==> src/pws_pkg.sv <==
// Package for the phonetic word search: item types, register indexes, letter classes.
package pws_pkg;

  localparam int MAX_WORD_LETTERS_DEF = 24;
  localparam longint unsigned MAX_TEXT_BYTES_DEF = 64'd65536;

  localparam int CFG_DATA_W = 64;
  localparam int CFG_INDEX_W = 2;
  localparam int LEN_W = 5;

  localparam logic [CFG_INDEX_W-1:0] CFG_TARGET_CHARS_LOW    = 2'd0;
  localparam logic [CFG_INDEX_W-1:0] CFG_TARGET_CHARS_MIDDLE = 2'd1;
  localparam logic [CFG_INDEX_W-1:0] CFG_TARGET_CHARS_HIGH   = 2'd2;
  localparam logic [CFG_INDEX_W-1:0] CFG_TARGET_LENGTH       = 2'd3;

  localparam logic [1:0] STATUS_FOUND     = 2'd0;
  localparam logic [1:0] STATUS_NOT_FOUND = 2'd1;
  localparam logic [1:0] STATUS_EMPTY     = 2'd2;

  localparam logic [7:0] CHAR_SPACE = 8'h20;

  typedef struct packed {
    logic [7:0] text_char;
    logic       end_of_text;
  } in_item_t;

  typedef struct packed {
    logic [1:0]  search_status;
    logic [15:0] match_offset;
  } out_item_t;

  function automatic logic is_letter(input logic [7:0] c);
    return ((c >= "A") && (c <= "Z")) || ((c >= "a") && (c <= "z"));
  endfunction

  function automatic logic [7:0] sound_class(input logic [7:0] c);
    logic [7:0] l;
    l = ((c >= "A") && (c <= "Z")) ? 8'(c + 8'd32) : c;
    case (l)
      "w":      return "v";
      "j":      return "g";
      "z":      return "s";
      "t":      return "d";
      "u":      return "o";
      "y":      return "i";
      "f", "p": return "b";
      "k", "q": return "c";
      default:  return l;
    endcase
  endfunction

endpackage

==> src/phonetic_word_search_top.sv <==
// Phonetic word search: streams text bytes and reports the first word matching the target.
//
// Usage: load the target letters and length through the write port (cfg_write_en,
// cfg_index, cfg_data) while the block is idle. Then send text bytes on the input
// channel (in_valid / in_stall / in_data), one transfer per byte, with end_of_text set
// on the last byte. One result transfer leaves on the output channel for that byte:
// found with the start offset, not found, or empty target.
// Timing: a byte is registered in the input register on transfer and processed from
// there; a last byte's result is loaded into the output register when that byte is
// processed, and out_valid rises with it.
// Throughput: one byte per cycle while in_stall is low; the per-byte step is one
// class compare and a letter counter update.
// Reset clears the target registers and all stream state. After each result the
// stream state returns to its reset values and the target is kept.
// While the output register holds an untaken result, ordinary bytes keep flowing;
// only a last byte waits in the input register, and in_stall rises behind it.
module phonetic_word_search_top #(
  parameter int MAX_WORD_LETTERS = pws_pkg::MAX_WORD_LETTERS_DEF,
  parameter longint unsigned MAX_TEXT_BYTES = pws_pkg::MAX_TEXT_BYTES_DEF
) (
  input  logic                               clk,
  input  logic                               rst,
  input  logic                               in_valid,
  output logic                               in_stall,
  input  pws_pkg::in_item_t                  in_data,
  output logic                               out_valid,
  input  logic                               out_stall,
  output pws_pkg::out_item_t                 out_data,
  input  logic                               cfg_write_en,
  input  logic [pws_pkg::CFG_INDEX_W-1:0]    cfg_index,
  input  logic [pws_pkg::CFG_DATA_W-1:0]     cfg_data
);

  localparam int POS_W = (MAX_TEXT_BYTES > 64'd2) ? $clog2(MAX_TEXT_BYTES) : 1;
  localparam int IDX_W = (MAX_WORD_LETTERS > 1) ? $clog2(MAX_WORD_LETTERS) : 1;
  localparam int LEN_W = pws_pkg::LEN_W;

  logic [7:0]       target_chars [MAX_WORD_LETTERS];
  logic [LEN_W-1:0] target_length;

  pws_pkg::in_item_t in_q;
  logic              in_valid_q;

  logic [POS_W-1:0] text_position, text_position_next;
  logic [LEN_W-1:0] letters_matched, letters_matched_next;
  logic             candidate_alive, candidate_alive_next;
  logic             after_separator, after_separator_next;
  logic [POS_W-1:0] candidate_start, candidate_start_next;
  logic             match_found, match_found_next;
  logic [POS_W-1:0] found_offset, found_offset_next;

  logic [LEN_W-1:0]   len;
  logic               empty;
  logic [7:0]         tgt_cur;
  logic [7:0]         c;
  logic               step;
  logic               advance;
  logic               fin_found;
  logic [POS_W-1:0]   fin_offset;
  logic [POS_W+15:0]  offset_wide;
  pws_pkg::out_item_t result;

  // target registers, only the letters the parameter allows are stored
  for (genvar k = 0; k < MAX_WORD_LETTERS; k++) begin : g_tgt
    always_ff @(posedge clk) begin
      if (rst) begin
        target_chars[k] <= 8'd0;
      end else if (cfg_write_en && (cfg_index == pws_pkg::CFG_INDEX_W'(k / 8))) begin
        target_chars[k] <= cfg_data[8*(k%8) +: 8];
      end
    end
  end

  always_ff @(posedge clk) begin
    if (rst) begin
      target_length <= '0;
    end else if (cfg_write_en && (cfg_index == pws_pkg::CFG_TARGET_LENGTH)) begin
      target_length <= cfg_data[LEN_W-1:0];
    end
  end

  assign advance  = !in_q.end_of_text || !out_valid || !out_stall;
  assign step     = in_valid_q && advance;
  assign in_stall = in_valid_q && !advance;

  always_ff @(posedge clk) begin
    if (rst) begin
      in_valid_q <= 1'b0;
    end else if (in_valid && !in_stall) begin
      in_valid_q <= 1'b1;
    end else if (step) begin
      in_valid_q <= 1'b0;
    end
  end

  always_ff @(posedge clk) begin
    if (in_valid && !in_stall) begin
      in_q <= in_data;
    end
  end

  assign len = (target_length > LEN_W'(MAX_WORD_LETTERS)) ? LEN_W'(MAX_WORD_LETTERS)
                                                          : target_length;
  assign empty = (len == '0) || ((len == LEN_W'(1)) && (target_chars[0] == pws_pkg::CHAR_SPACE));
  assign tgt_cur = target_chars[letters_matched[IDX_W-1:0]];
  assign c = in_q.text_char;

  always_comb begin
    text_position_next   = text_position;
    letters_matched_next = letters_matched;
    candidate_alive_next = candidate_alive;
    after_separator_next = after_separator;
    candidate_start_next = candidate_start;
    match_found_next     = match_found;
    found_offset_next    = found_offset;

    if (!match_found && !empty) begin
      if (candidate_alive) begin
        if (letters_matched >= len) begin
          if (!pws_pkg::is_letter(c)) begin
            match_found_next  = 1'b1;
            found_offset_next = candidate_start;
          end
          candidate_alive_next = 1'b0;
        end else if (pws_pkg::sound_class(c) == pws_pkg::sound_class(tgt_cur)) begin
          letters_matched_next = letters_matched + LEN_W'(1);
        end else begin
          candidate_alive_next = 1'b0;
        end
      end else if (after_separator && (c != pws_pkg::CHAR_SPACE)) begin
        candidate_start_next = text_position;
        if (pws_pkg::sound_class(c) == pws_pkg::sound_class(target_chars[0])) begin
          candidate_alive_next = 1'b1;
          letters_matched_next = LEN_W'(1);
        end
      end
    end
    after_separator_next = (c == pws_pkg::CHAR_SPACE);
    text_position_next = (text_position == POS_W'(MAX_TEXT_BYTES - 64'd1)) ? '0
                         : text_position + POS_W'(1);

    // candidate still alive at end of text counts if fully matched
    fin_found  = match_found_next ||
                 (!empty && candidate_alive_next && (letters_matched_next >= len));
    fin_offset = match_found_next ? found_offset_next : candidate_start_next;
    offset_wide = {16'd0, fin_offset};

    if (empty) begin
      result.search_status = pws_pkg::STATUS_EMPTY;
      result.match_offset  = 16'd0;
    end else if (fin_found) begin
      result.search_status = pws_pkg::STATUS_FOUND;
      result.match_offset  = offset_wide[15:0];
    end else begin
      result.search_status = pws_pkg::STATUS_NOT_FOUND;
      result.match_offset  = 16'd0;
    end

    if (in_q.end_of_text) begin
      text_position_next   = '0;
      letters_matched_next = '0;
      candidate_alive_next = 1'b0;
      after_separator_next = 1'b1;
      candidate_start_next = '0;
      match_found_next     = 1'b0;
      found_offset_next    = '0;
    end
  end

  always_ff @(posedge clk) begin
    if (rst) begin
      text_position   <= '0;
      letters_matched <= '0;
      candidate_alive <= 1'b0;
      after_separator <= 1'b1;
      candidate_start <= '0;
      match_found     <= 1'b0;
      found_offset    <= '0;
    end else if (step) begin
      text_position   <= text_position_next;
      letters_matched <= letters_matched_next;
      candidate_alive <= candidate_alive_next;
      after_separator <= after_separator_next;
      candidate_start <= candidate_start_next;
      match_found     <= match_found_next;
      found_offset    <= found_offset_next;
    end
  end

  always_ff @(posedge clk) begin
    if (rst) begin
      out_valid <= 1'b0;
    end else if (step && in_q.end_of_text) begin
      out_valid <= 1'b1;
    end else if (out_valid && !out_stall) begin
      out_valid <= 1'b0;
    end
  end

  always_ff @(posedge clk) begin
    if (step && in_q.end_of_text) begin
      out_data <= result;
    end
  end

endmodule

==> config.mk <==
export PLATFORM = sky130hd
export DESIGN_NAME = phonetic_word_search_top
export DESIGN_NICKNAME = d
export VERILOG_FILES = /design/src/pws_pkg.sv /design/src/phonetic_word_search_top.sv
export SDC_FILE = /design/constraint.sdc
export NUM_CORES = 1
export LEC_CHECK = 0
export BUFFER_PORTS_ARGS = -buffer_cell sky130_fd_sc_hd__buf_2
export CORE_MARGIN = 4
export CORE_UTILIZATION = 55
export DETAILED_ROUTE_END_ITERATION = 8
export GPL_ROUTABILITY_DRIVEN = 0
export GPL_TIMING_DRIVEN = 0
export MAX_ROUTING_LAYER = met4
export PLACE_DENSITY = 0.81
export SYNTH_ARGS = -nofsm -noshare
export SYNTH_HDL_FRONTEND = slang
export SYNTH_SLANG_ARGS = --single-unit
==> constraint.sdc <==
create_clock -name clk -period 12.45 [get_ports clk]
set_input_delay 1.245 -clock clk [delete_from_list [all_inputs] [get_ports clk]]
set_output_delay 1.245 -clock clk [all_outputs]
set_load 0.02 [all_outputs]
==> run_results.csv <==
group,metric,value,unit
outcome,status,"completed",
clock_network,cts_tree,"built",
clock_network,cts_setup_buffers,0,
timing,rsz0062_at_grt,"no",
final_layout,final_nets,1425,
timing,drv_slew,0,
critical_path,required,12730,ps
floorplan,rows,58,
drt,route.detailed.wl_per_inst,21.0,um
drt,initialDrtViolationCount,1045,
critical_path,r2r_setup_slack,5600,ps
logic_synthesis,synth_seq_cells,287,
global_route,use_met3,0.0303,
power,p_per_area,130,nW/um2
drt,ant_nets,0,
timing,fmax,146,MHz
logic_synthesis,syn_avg_cell_area,12.0,um2
drt,drtPass1Iterations,6,
floorplan,die_h,170,um
clock_network,root_buffer,"clkbuf_16",
clock_network,clk_pin_slew,60,ps
final_layout,n_fill_cell,1955,
global_route,met2_usage,0.416,
timing,finalSetupViolCount,0,
hold_path,min_to,"target_length[0]",
hold_path,min_path_cells,2,
power,p_leak,0.00588,uW
timing,setup_tns,0,ps
global_route,grtUsageMet1,0.333,
logic_synthesis,syn_nets,1291,
logic_synthesis,yosysWarnings,0,
critical_path,crit_arrival,7120,ps
placed_design,io_buffer_count,98,
final_layout,layout-drive-gt1-share,0.184,
logic_synthesis,synth-edff-count,219,
final_layout,mostFrequentLayoutCell,"edfxtp_1",
clock_network,cts_buffers,30,
critical_path,crit_path_max_fanout,10,
global_route,grt_pass1_wl,54700,um
timing,hold_viol,0,
clock_network,post_cts_resized,0,
floorplan,initial_core_util,0.565,
drt,drc_errors,0,
critical_path,critPathCaptureType,"register",
global_route,grt_max_degree,65,
final_layout,final_util,0.642,
power,peakVddDrop,125,uV
clock_network,cts_buffer_depth,3,
logic_synthesis,synthDistinctLibCells,94,
clock_network,ctsHoldBuffers,0,
clock_network,h-tree-depth,1,
final_layout,multi_input_area,6000,um2
final_layout,most-common-layout-cells,"219 x edfxtp_1, 202 x and2_1, 104 x buf_2, 98 x nor2_1, 68 x dfxtp_1",
floorplan,die_w,170,um
timing,slew_headroom,0.216,
timing,finalClockSkew,39.1,ps
logic_synthesis,syn-cell-area,14400,um2
critical_path,r2r-end,"out_data[13]",
floorplan,coreArea,25400,um2
critical_path,start_kind,"register",
timing,min_period,6850,ps
drt,dr_total_vias,10200,
floorplan,pin_count,100,
final_layout,area_delta_synth_final,13.7,%
global_route,busiest_layer,"met2",
logic_synthesis,seq_area_frac_synth,0.553,
logic_synthesis,synth_ff_type,"edfxtp_1",
hold_path,hp-start,"target_length[0]",
timing,tightest_slew,1170,ps
drt,avgViaCountPerCell,6.05,
final_layout,antennaDiodeCount,0,
placed_design,dpl.hpwl,24500,um
hold_path,hold_class,"register to register",
global_route,antenna_found_initial,0,
critical_path,r2r_cells,26,
clock_network,insertion_delay,580,ps
drt,wirelength,35300,um
logic_synthesis,async_reset_ff_frac,0,
global_route,grtUsageTotal,0.251,
final_layout,ff_latch_area,7940,um2
global_route,grt_pass1_vias,9910,
clock_network,cts_sinks,287,
global_route,grt-ovfl-total,0,
timing,fin_crit_sh,0.550,
run,cap_violations,0,
critical_path,path_class,"register to register",
floorplan,die_area,28700,um2
logic_synthesis,synthCells,1195,
==> routing by layer <==
layer	wire, um	share of wire	up-vias
li1	-	-	4694
met1	14300	0.41	4955
met2	17500	0.49	463
met3	2710	0.077	61
met4	788	0.022	0
met5	0	0	-
==> final cells by class <==
type / count / share of cell area
flip-flops and latches: 287 / 0.486
multi-input cells: 815 / 0.367
well taps: 330 / 0.0253
plain buffers: 69 / 0.0225
clock buffers: 36 / 0.0481
inverters: 24 / 0.00552
clock inverters: 18 / 0.00882
repair buffers: 102 / 0.0358
==> critical path, cell delays in order, from the launching register on <==
cell	delay, ps
dfxtp_1	340
buf_6	190
buf_12	170
buf_4	290
mux4_2	550
a211oi_2	280
o32ai_1	270
buf_2	260
ha_1	340
nor2b_1	340
nand3_1	130
o21a_1	210
or3_4	340
a2111oi_4	550
and2_1	190
buf_2	170
a31o_1	190
a22o_1	170
ha_1	240
a21oi_1	120
nor2b_1	50
o21ai_0	140
nand2b_1	80
a21o_1	230
a211oi_4	400
buf_6	220
nor3_2	60
==> sequential cells by signal, summed over array words and instances, names as in the netlist, named ones only <==
name and cells:
out_valid 1, after_separator 1, candidate_alive 1, in_valid_q 1
target_length 5, c 8, letters_matched 5, target_chars 192
out_data 18, candidate_start 16, in_q 1, match_found 1
text_position 16, found_offset 16
==> metrics by stage <==
stage | hold slack, ps | total power [uW] | worst slack, ps | cell area [um2] | cells
after CTS | 515 | 2120 | 5660 | 16300 | 1681
after global routing | 534 | 2190 | 5210 | 16300 | 1681
after detailed placement | 499 | 1290 | 5790 | 15400 | 1627
after global placement | 480 | 1280 | 5870 | 15300 | 1623
final | 512 | 2120 | 5600 | 16300 | 1681
after floorplan | 455 | 1220 | 6780 | 14400 | 1195
==> cell usage after synthesis, drive strengths merged, types with 23 or more instances <==
| master | n | area share |
|---|---|---|
| dfxtp | 68 | 0.095 |
| a22oi | 41 | 0.021 |
| mux2i | 64 | 0.045 |
| nor3 | 28 | 0.014 |
| o21ai | 23 | 0.0083 |
| mux4 | 30 | 0.048 |
| clkbuf | 47 | 0.012 |
| inv | 23 | 0.0060 |
| nand3 | 25 | 0.0087 |
| a21oi | 48 | 0.017 |
| nor2 | 100 | 0.027 |
| nand2 | 47 | 0.012 |
| edfxtp | 219 | 0.46 |
| and2 | 203 | 0.089 |
==> worst max-delay path by stage <==
stage                    to  cells past startpoint
2_1_floorplan  out_data[10]                     27
3_3_place_gp    out_data[9]                     26
3_5_place_dp   out_data[13]                     26
4_1_cts        out_data[13]                     26
5_1_grt         out_data[6]                     26
6_report       out_data[13]                     26
==> logic make-up after synthesis <==
group,synth area share
simple gates,0.189
mux,0.0975
fa+ha+maj,0.0140
buf+inv,0.0319
xor+xnor,0.0122
flops,0.553
compound gates,0.103
==> power by group <==
group / internal, uW / switching, uW
Sequential: 1080 / 19.0
Clock: 471 / 375
Combinational: 65.8 / 107
(Power assumes the default switching activity.)
